===== config.mk =====
export PLATFORM = sky130hd
export DESIGN_NAME = escape_sequence_decoder
export DESIGN_NICKNAME = d
export VERILOG_FILES = /design/src/rtl/core/esc_pkg.sv /design/src/rtl/core/esc_decode.sv /design/src/rtl/core/esc_queue.sv /design/src/rtl/core/escape_sequence_decoder.sv
export SDC_FILE = /design/constraint.sdc
export NUM_CORES = 1
export LEC_CHECK = 0
export BUFFER_PORTS_ARGS = -buffer_cell sky130_fd_sc_hd__buf_2
export CAP_MARGIN = 0
export CORE_MARGIN = 4
export CORE_UTILIZATION = 40
export CTS_BUF_LIST = sky130_fd_sc_hd__clkbuf_8
export DETAILED_ROUTE_END_ITERATION = 7
export GPL_TIMING_DRIVEN = 0
export PLACE_DENSITY = 0.67
export SLEW_MARGIN = 5
export SYNTH_ARGS = -nofsm -noshare
export SYNTH_HDL_FRONTEND = slang
export SYNTH_SLANG_ARGS = --single-unit

===== constraint.sdc =====
create_clock -name clk -period 8.82 [get_ports clk]
set_input_delay 1.764 -clock clk [delete_from_list [all_inputs] [get_ports clk]]
set_output_delay 1.764 -clock clk [all_outputs]
set_load 0.1 [all_outputs]

===== src/rtl/core/esc_pkg.sv =====
`timescale 1ns / 1ps
// ----------------------------------------------------------------------------
// esc_pkg
// Types, character codes and helper functions for the escape sequence decoder.
// ----------------------------------------------------------------------------
package esc_pkg;

	localparam logic [7:0] TERM_RESET = 8'd34;
	localparam logic [7:0] CH_BSLASH  = 8'h5C;
	localparam logic [7:0] CH_X       = 8'h78;
	localparam logic [7:0] CH_N       = 8'h6E;
	localparam logic [7:0] CH_R       = 8'h72;
	localparam logic [7:0] CH_B       = 8'h62;
	localparam logic [7:0] CH_F       = 8'h66;
	localparam logic [7:0] CH_T       = 8'h74;
	localparam logic [7:0] CH_V       = 8'h76;
	localparam logic [7:0] CH_ZERO    = 8'h30;
	localparam logic [7:0] CH_SEVEN   = 8'h37;
	localparam logic [7:0] PRINT_LO   = 8'h20;
	localparam logic [7:0] PRINT_HI   = 8'h7E;

	localparam logic [7:0] VAL_LF = 8'h0A;
	localparam logic [7:0] VAL_CR = 8'h0D;
	localparam logic [7:0] VAL_BS = 8'h08;
	localparam logic [7:0] VAL_FF = 8'h0C;
	localparam logic [7:0] VAL_HT = 8'h09;
	localparam logic [7:0] VAL_VT = 8'h0B;

	localparam int QUEUE_DEPTH = 4;
	localparam int QPTR_W      = $clog2(QUEUE_DEPTH);
	localparam int QCNT_W      = $clog2(QUEUE_DEPTH + 1);

	typedef enum logic [1:0] {
		MODE_PLAIN = 2'd0,
		MODE_ESC   = 2'd1,
		MODE_HEX   = 2'd2,
		MODE_OCT   = 2'd3
	} mode_t;

	localparam logic KIND_DATA = 1'b0;
	localparam logic KIND_END  = 1'b1;

	typedef struct packed {
		mode_t      mode;
		logic [1:0] cnt;
		logic [7:0] acc;
	} state_t;

	typedef struct packed {
		logic       kind;
		logic [7:0] value;
		logic       last;
	} res_t;

	typedef struct packed {
		logic [1:0] n;
		res_t       r0;
		res_t       r1;
		state_t     nx;
	} dec_t;

	typedef struct packed {
		logic       emit;
		logic       kind;
		logic [7:0] value;
		logic       to_esc;
	} plain_t;

	typedef struct packed {
		logic       ok;
		logic [3:0] val;
	} hex_t;

	function automatic plain_t plain_byte(input logic [7:0] c, input logic [7:0] term);
		plain_t p;
		p = '0;
		if (c == term) begin
			p.emit = 1'b1;
			p.kind = KIND_END;
		end else if (c == CH_BSLASH) begin
			p.to_esc = 1'b1;
		end else if (c inside {[PRINT_LO:PRINT_HI]}) begin
			p.emit  = 1'b1;
			p.kind  = KIND_DATA;
			p.value = c;
		end
		return p;
	endfunction

	function automatic hex_t hex_val(input logic [7:0] c);
		hex_t h;
		h = '0;
		if (c inside {[8'h30:8'h39]}) begin
			h.ok  = 1'b1;
			h.val = c[3:0];
		end else if (c inside {[8'h61:8'h66], [8'h41:8'h46]}) begin
			h.ok  = 1'b1;
			h.val = c[3:0] + 4'd9;
		end
		return h;
	endfunction

endpackage


===== src/rtl/core/esc_decode.sv =====
`timescale 1ns / 1ps
// ----------------------------------------------------------------------------
// esc_decode
// Next-state and result logic for one raw byte; up to two results per byte.
// ----------------------------------------------------------------------------
module esc_decode
	import esc_pkg::*;
(
	input  state_t     st,
	input  logic [7:0] in_byte,
	input  logic [7:0] term,
	output dec_t       dec
);

	plain_t     p;
	hex_t       h;
	logic [1:0] cnt_inc;
	logic [7:0] hex_acc;
	logic [7:0] oct_acc;
	logic       oct_digit;

	always_comb begin
		p         = plain_byte(in_byte, term);
		h         = hex_val(in_byte);
		cnt_inc   = st.cnt + 2'd1;
		hex_acc   = {st.acc[3:0], h.val};
		oct_acc   = {st.acc[4:0], in_byte[2:0]};
		oct_digit = in_byte inside {[CH_ZERO:CH_SEVEN]};

		dec    = '0;
		dec.nx = st;

		case (st.mode)
			MODE_PLAIN: begin
				if (p.emit) begin
					dec.n        = 2'd1;
					dec.r0.kind  = p.kind;
					dec.r0.value = p.value;
				end
				if (p.to_esc)
					dec.nx.mode = MODE_ESC;
			end
			MODE_ESC: begin
				dec.nx.mode = MODE_PLAIN;
				dec.n       = 2'd1;
				case (in_byte)
					CH_N: dec.r0.value = VAL_LF;
					CH_R: dec.r0.value = VAL_CR;
					CH_B: dec.r0.value = VAL_BS;
					CH_F: dec.r0.value = VAL_FF;
					CH_T: dec.r0.value = VAL_HT;
					CH_V: dec.r0.value = VAL_VT;
					CH_X: begin
						dec.n       = 2'd0;
						dec.nx.mode = MODE_HEX;
						dec.nx.cnt  = 2'd0;
						dec.nx.acc  = 8'd0;
					end
					default: begin
						if (oct_digit) begin
							dec.n       = 2'd0;
							dec.nx.mode = MODE_OCT;
							dec.nx.cnt  = 2'd1;
							dec.nx.acc  = {5'd0, in_byte[2:0]};
						end else begin
							dec.r0.value = in_byte;
						end
					end
				endcase
			end
			MODE_HEX, MODE_OCT: begin
				if ((st.mode == MODE_HEX) ? h.ok : oct_digit) begin
					dec.nx.acc = (st.mode == MODE_HEX) ? hex_acc : oct_acc;
					dec.nx.cnt = cnt_inc;
					if ((st.mode == MODE_HEX) ? (cnt_inc >= 2'd2) : (cnt_inc >= 2'd3)) begin
						dec.n        = 2'd1;
						dec.r0.value = dec.nx.acc;
						dec.nx.mode  = MODE_PLAIN;
						dec.nx.cnt   = 2'd0;
					end
				end else begin
					// escape closed by a non-digit, which is then taken as plain text
					dec.r0.value = st.acc;
					dec.nx.mode  = p.to_esc ? MODE_ESC : MODE_PLAIN;
					dec.nx.cnt   = 2'd0;
					dec.n        = p.emit ? 2'd2 : 2'd1;
					dec.r1.kind  = p.kind;
					dec.r1.value = p.value;
				end
			end
			default: dec.nx.mode = MODE_PLAIN;
		endcase

		dec.r0.last = (dec.n == 2'd1);
		dec.r1.last = 1'b1;
	end

endmodule


===== src/rtl/core/esc_queue.sv =====
`timescale 1ns / 1ps
// ----------------------------------------------------------------------------
// esc_queue
// Result queue taking up to two words per cycle and giving one per cycle.
// ----------------------------------------------------------------------------
module esc_queue
	import esc_pkg::*;
(
	input  logic              clk,
	input  logic              arst_n,
	input  logic [1:0]        push_n,
	input  res_t              r0,
	input  res_t              r1,
	input  logic              pop,
	output res_t              head,
	output logic              room2,
	output logic              nonempty,
	output logic [QCNT_W-1:0] count
);

	res_t              mem_q [QUEUE_DEPTH];
	logic [QPTR_W-1:0] wr_ptr_q;
	logic [QPTR_W-1:0] rd_ptr_q;
	logic [QCNT_W-1:0] cnt_q;
	logic [QPTR_W-1:0] wr_ptr_nx;

	assign wr_ptr_nx = wr_ptr_q + QPTR_W'(1);
	assign head      = mem_q[rd_ptr_q];
	assign nonempty  = (cnt_q != '0);
	assign room2     = (cnt_q <= QCNT_W'(QUEUE_DEPTH - 2));
	assign count     = cnt_q;

	always_ff @(posedge clk) begin
		if (push_n != 2'd0)
			mem_q[wr_ptr_q] <= r0;
		if (push_n == 2'd2)
			mem_q[wr_ptr_nx] <= r1;
	end

	always_ff @(posedge clk or negedge arst_n) begin
		if (!arst_n) begin
			wr_ptr_q <= '0;
			rd_ptr_q <= '0;
			cnt_q    <= '0;
		end else begin
			wr_ptr_q <= wr_ptr_q + QPTR_W'(push_n);
			if (pop)
				rd_ptr_q <= rd_ptr_q + QPTR_W'(1);
			cnt_q <= cnt_q + QCNT_W'(push_n) - QCNT_W'(pop);
		end
	end

endmodule


===== src/rtl/core/escape_sequence_decoder.sv =====
// An accepted byte is held in the input stage register and decoded from it; its
// result words are written to the result queue, the second one after the first.
// Throughput: one byte per cycle while the result queue has room for two words;
// bytes giving two words limit it to the output rate of one word per cycle, set
// by the result queue.
// Reset: asynchronous, clears decode state, queue and input stage; terminator 34.
`timescale 1ns / 1ps
// ----------------------------------------------------------------------------
// escape_sequence_decoder
// Decodes a quoted string body with C-style escapes into data bytes and an
// end marker.
// ----------------------------------------------------------------------------
module escape_sequence_decoder
	import esc_pkg::*;
(
	input  logic       clk,
	input  logic       arst_n,
	input  logic       cfg_valid,
	output logic       cfg_ready,
	input  logic [7:0] cfg_data,
	input  logic       in_valid,
	output logic       in_stall,
	input  logic [7:0] in_byte,
	output logic       out_valid,
	input  logic       out_stall,
	output logic       kind,
	output logic [7:0] value,
	output logic       last
);

	logic              valid_s1;
	logic [7:0]        byte_s1;
	logic [7:0]        term_q;
	state_t            st_q;
	dec_t              dec;
	res_t              head;
	logic              room2;
	logic              advance;
	logic              pop;
	logic [QCNT_W-1:0] qcount;

	assign cfg_ready = 1'b1;
	assign advance   = valid_s1 && room2;
	assign in_stall  = valid_s1 && !room2;
	assign pop       = out_valid && !out_stall;

	always_ff @(posedge clk or negedge arst_n) begin
		if (!arst_n) begin
			valid_s1 <= 1'b0;
			st_q     <= '{mode: MODE_PLAIN, cnt: 2'd0, acc: 8'd0};
			term_q   <= TERM_RESET;
		end else begin
			if (!in_stall)
				valid_s1 <= in_valid;
			if (advance)
				st_q <= dec.nx;
			if (cfg_valid && cfg_ready)
				term_q <= cfg_data;
		end
	end

	always_ff @(posedge clk) begin
		if (in_valid && !in_stall)
			byte_s1 <= in_byte;
	end

	esc_decode u_decode (
		.st      (st_q),
		.in_byte (byte_s1),
		.term    (term_q),
		.dec     (dec)
	);

	esc_queue u_queue (
		.clk      (clk),
		.arst_n   (arst_n),
		.push_n   (advance ? dec.n : 2'd0),
		.r0       (dec.r0),
		.r1       (dec.r1),
		.pop      (pop),
		.head     (head),
		.room2    (room2),
		.nonempty (out_valid),
		.count    (qcount)
	);

	assign kind  = head.kind;
	assign value = head.value;
	assign last  = head.last;

	a_queue_bound: assert property (@(posedge clk) disable iff (!arst_n)
		qcount <= QCNT_W'(QUEUE_DEPTH))
		else $error("result queue overfilled");

	a_push_shows: assert property (@(posedge clk) disable iff (!arst_n)
		advance && (dec.n != 2'd0) |=> out_valid)
		else $error("pushed word not visible");

	a_oct_count: assert property (@(posedge clk) disable iff (!arst_n)
		st_q.mode == MODE_OCT |-> st_q.cnt != 2'd0)
		else $error("octal escape without digits");

	a_s1_hold: assert property (@(posedge clk) disable iff (!arst_n)
		valid_s1 && !room2 |=> valid_s1 && $stable(byte_s1))
		else $error("held byte lost");

endmodule


# Word level (Yosys, flattened, before mapping)
# Memory sizes are Yosys's and may differ from the RTL's.
# Index checks and enable logic that the tools add are counted.
[totals] inputBits=21 mem_count=1 word_cells=109 ff_bits=36 output_inout_bits=13 ram_bits=40
[classes] n_eq_ne=19 n_addsub=7 n_mux=39 magnitude_cmp=12 n_reduce_logical=22
[mem_list] memory="u_queue.mem_q" depth=4 width=10 read_ports=1 rd_ports_with_merged_regs=0 wr=2 line="esc_queue.sv:21" rtl="res_t mem_q [QUEUE_DEPTH];"
[op_table] op="8-bit by 7-bit == test with 1-bit output, second input constant" n=8
[op_table] op="8-bit one-hot mux with 7 select lines" n=1
[op_table] op="8-bit two-way mux" n=5
[op_table] op="10-bit two-way mux" n=3
[op_table] op="9-bit two-way mux" n=3
[op_table] op="8-bit by 7-bit less-or-equal comparator with 1-bit output, second input constant" n=3
[op_table] op="12-bit one-hot mux with 2 select lines" n=1
[op_table] op="8-bit one-hot mux with 3 select lines" n=1
[op_table] op="10-bit one-hot mux with 2 select lines" n=1
[op_table] op="8-bit by 6-bit >= comparator with 1-bit output, second input constant" n=2
[op_table] op="8-bit by 7-bit >= comparator with 1-bit output, second input constant" n=2
[op_table] op="8-bit by 6-bit less-or-equal comparator with 1-bit output, second input constant" n=2
[op_table] op="12-bit two-way mux" n=1
[op_table] op="2-bit one-hot mux with 3 select lines" n=2
[op_table] op="1-bit two-way mux" n=11
[op_table] op="2-bit two-way mux" n=5
[op_table] op="5-bit two-way mux" n=2
[op_table] op="1-bit logical AND" n=9
[op_table] op="8-bit == test" n=1
[op_table] op="4-bit two-way mux" n=2
[op_table] op="2-bit by 1-bit adder with 2-bit output, second input constant" n=3
[op_table] op="2-bit == test, second input constant" n=3
[op_table] op="2-bit nonzero test" n=3
[op_table] op="6-bit OR reduction" n=1
[op_table] op="19 further kinds" n=24

# Longest topological paths before layout
[logic_depth] ltp_word=12 ltp_mapped=16 depth_no_buf=14

# Modules after synthesis
# From an unflattened synthesis, not the netlist that was laid out.
[hier_totals] hier_cells=414 hier_area_um2=4927.2
[modules_own_cells] mod="esc_queue" area_each_um2=2507.4 seq_area_each_um2=1376.3 instances=1 cells_per_inst=136
[modules_own_cells] mod="esc_decode" area_each_um2=1310.0 seq_area_each_um2=0.0 instances=1 cells_per_inst=217
[modules_own_cells] mod="escape_sequence_decoder" area_each_um2=1109.8 seq_area_each_um2=768.2 instances=1 cells_per_inst=61

# Worst setup path before layout
# OpenSTA, ideal clock, no wires.
[synth_path] path_kind="flip-flop to output port" from="register u_queue.rd_ptr_q[0]" to="output value[0]" arrival_time_ps=1735 path_buffers=1 path_stages_with_launch=3 required_time_ps=7056 setup_slack_ps=5321 cell_sequence="dfrtp_1 > buf_1 > mux4_2"
[synth_between] elab_chain_len=1
[synth_rtl] item="start: declaration" line="esc_queue.sv:23" rtl="logic [QPTR_W-1:0] rd_ptr_q;"
[synth_rtl] item="start signal: assignment" line="esc_queue.sv:48" rtl="rd_ptr_q <= rd_ptr_q + QPTR_W'(1);"
[synth_rtl] item="memory 4 x 10 bit"
[synth_rtl] item="end: declaration" line="escape_sequence_decoder.sv:27" rtl="output logic [7:0] value,"
# No other way between the ends.

# Final worst setup path
# Same ends and word-level chain as after synthesis.

==> impl_results.md <==
* Clock buffers created by TritonCTS at 9
* Core outline area at roughly 11000 um2
* Critical hold path startpoint: st_q[5]
* Global-route wire length before repair at 17400 um
* Multi-input gate area in the final layout at about 2200 um2
* Clock buffer depth at 2
* I/O pin count at 34
* Clock tree from TritonCTS: done
* Fraction of final layout cells sized beyond drive strength 1 at between 20% and 30%
* Cell Pwr Density at about 280 nW/um2
* Worst hold-check path type: reg -> reg
* Maximum VDD drop at about 180 uV
* Area growth, synth to finish at 12.49%
* Top FF cell, synth: edfxtp_1
* Die area at between 10000 and 15000 um2
* Most instantiated library cell after synthesis: edfxtp_1
* Slowest CP cell: buf_1
* Post-Place Worst Slack at 5.069 ns
* CTS sink count at between 70 and 80
* Number of antenna-violating nets in the routed design at 0
* Synth warn at 0
* Xor and xnor fraction of the mapped netlist area at 2.920%
* Clock-pin transition on the worst setup and hold timing paths at ~0.09 ns
* Number of cells produced by synthesis at between 400 and 500
* Cell Area, Synth at around 4500 um2
* Leading area contributor after synthesis: edfxtp_1
* Startpoint class of the critical path: register
* Final setup vio count at 0
* Post-DR vias/cell at ~5.8
* Number of max-cap violations at 0
* Synthesized area per cell at about 11 um2
* Worst Path Class, Setup: reg -> out
* Total routed wirelength at between 10000 and 15000 um
* Smallest setup slack after layout at approximately 4.8 ns
* Total chip power at approximately 0.0014 W
* Die H at 114.1 um
* Number of setup buffers added after CTS at 0
* Gate family responsible for the most delay along the worst path: buffers and inverters
* Final-stage net count at about 500
* Initial antenna violation count at 0
* Largest fanout on the critical path at 10
* Worst slew margin at slightly below 40%
* H-tree levels at 3
* Cell chain of the critical path: buf_1 > mux4_2 > buf_2
* Total number of placement rows at 38
* Critical register-to-register path startpoint: byte_s1[0]
* Number of design-rule violations left by the first detailed-router iteration at approximately 290
* Maximum number of pins on one net before global-route repair at 29
* Leading cell types by total area after synthesis: edfxtp_1, dfrtp_1, mux4_2, nand2_1, a32o_1
* Final cycle utilization of the critical path at 45.89%
* Critical Path AT at 2.28 ns
* Horiz. Die Dim at around 110 um
* Total grt overflow at 0
* Final sum of negative setup slack at 0 ns
* Number of antenna diodes at 0
* Capture instance of the worst register-to-register path: u_queue.count[2]
* Setup slack of the most critical reg-to-reg path at 5.17 ns
* Clock Latency Late Sink at between 0.3 and 0.4 ns
* Adder-cell share of the synthesized area at under 10%
* Critical path endpoint category: output port
* Critical path's largest stage delay at slightly above 0.6 ns
* Compound-cell area share of the yosys netlist at 16.55%
* Post-synthesis simple-gate area fraction at 16.94%
* Commonest cells post-synth: edfxtp_1, nand2_1, dfrtp_1, nor2_1, o21ai_0
* Number of buffers added on ports at 31
* Net Count, Synth at 450
* Detailed-route DRC error count at 0
* Minimum period implied by the final worst setup slack at about 4.0 ns
* Critical Path Source: u_queue.rd_ptr_q[0]
* GRT Resource Usage Total at ~17%
* CTS root buffer: clkbuf_8
* RSZ-0062 raised after global routing: false
* Final Hold Viols at 0
* Total iterations of the first detailed-routing run at 5
* CTS-repair resized insts at 0
* Hold Path Cell Cnt at 2
* Outcome: finished, final reports clean
* Weighted congestion reported at the end of routability-driven placement at between 0.8 and 0.9
* Filler cells at 1028
* Endpoint with the worst hold slack: st_q[5]
* Critical path required time at between 7 and 8 ns
* Share of flip-flops with an asynchronous set or reset at 36.84%
* Routed wire length per instance at about 18 um
* Dominant combinational cell family by area after synthesis: simple AND/OR/NAND/NOR gates
* Number of synthesized flops with an enable pin at between 40 and 50
* Total buffers and inverters traversed by the critical path at 2
* Worst reg2reg path depth at 16
* # hold bufs at CTS at 0
* Sequential cell area in the final layout at around 2100 um2
* Share of synthesized area occupied by flip-flops and latches at approximately 47%
* Starting density of the core at 41.14%
* Vias in the first global route at between 3000 and 4000
* Standby leakage power at roughly 1.8 nW
* Setup skew after layout at ~0.013 ns
* Detailed-placement wirelength estimate at 8078 um
* Tightest Pin Transition at roughly 0.9 ns
* Final number of max-transition violations at 0
* Seq cells post-synth at between 70 and 80
* Area share of the largest cell type after synthesis at between 20 and 30%
* Via count at between 3000 and 4000
* Count of cell types in the netlist at 70
* Fmax achieved at ~250 MHz
* Mux contribution to synthesized area at around 8.6%
[state kept, by name (all words and copies together), names as in the netlist]
| signal | cells |
|---|---|
| u_queue.mem_q | 40 |
| st_q | 12 |
| byte_s1 | 8 |
| term_q | 8 |
| u_queue.count | 3 |
| u_queue.rd_ptr_q | 2 |
| u_queue.wr_ptr_q | 2 |
| valid_s1 | 1 |
[cell usage in the layout (no fill, tap or decap), types with 11 or more instances in the layout]
master    synthesis  final
edfxtp_1         44     44
buf_2            10     41
nand2_1          40     40
nor2_1           26     26
dfrtp_1          26     26
o21ai_0          20     20
a21oi_1          19     19
inv_1            14     14
xnor2_1          14     14
o22ai_1          14     14
a32o_1           14     14
clkbuf_1         12     12
ha_1             11     11
[worst max-delay path by stage]
stage                     endpoint  slack (ns)  cells past startpoint
after detailed placement  value[0]        5.07                      3
after CTS                 value[0]        4.67                      3
final                     value[0]        4.77                      3
after global routing      value[0]        4.56                      3
after floorplan           value[0]        5.32                      2
after global placement    value[2]        5.09                      3
[layout make-up]
cell class / count / area share (%)
repair buffers: 31 / 3.066
flip-flops and latches: 76 / 41.58
well taps: 140 / 3.461
clock buffers: 10 / 2.719
inverters: 15 / 1.137
plain buffers: 30 / 2.991
multi-input cells: 296 / 43.19
clock inverters: 6 / 1.854
[kinds of logic (layout without fill, tap and decap cells)]
logic type	after synthesis	in the layout
muxes	25	25
xor gates and xnor gates	15	15
and+or+nand+nor	138	138
DFF	76	76
other	1	1
AOI/OAI and AO/OA	105	105
buffers and inverters	45	92
adders and majority gates	12	12
[power by group]
part           switching (W)  internal (W)  total, W
Sequential         0.0000298      0.000435  0.000465
Combinational       0.000480      0.000181  0.000660
Clock               0.000140      0.000170  0.000309
Total               0.000649      0.000786   0.00143
[per-stage QoR]
step / utilization, % / hold slack, ns / area [um2] / std cells
finish: 46.28 / 0.4931 / 5061 / 604
global route: 46.28 / 0.5397 / 5061 / 604
CTS: 46.28 / 0.4974 / 5061 / 604
detailed placement: 44.16 / 0.4728 / 4830 / 588
global placement: 44.16 / 0.4734 / 4830 / 588
floorplan: - / 0.4502 / 4499 / 417
[worst min-delay path, cell delays in order (launching register included)]
cell and delay (ns):
dfrtp_1 0.35, nand2_1 0.05, o21ai_0 0.06
[metal layers]
metal,share of wire (%),wire length [um],track usage (%)
met4,1.8,190,5.542
met2,50,5331,28.81
met3,6.0,644,3.541
met5,0,0,0
met1,42,4544,21.77
No activity file was read; power rests on OpenSTA's default activity.
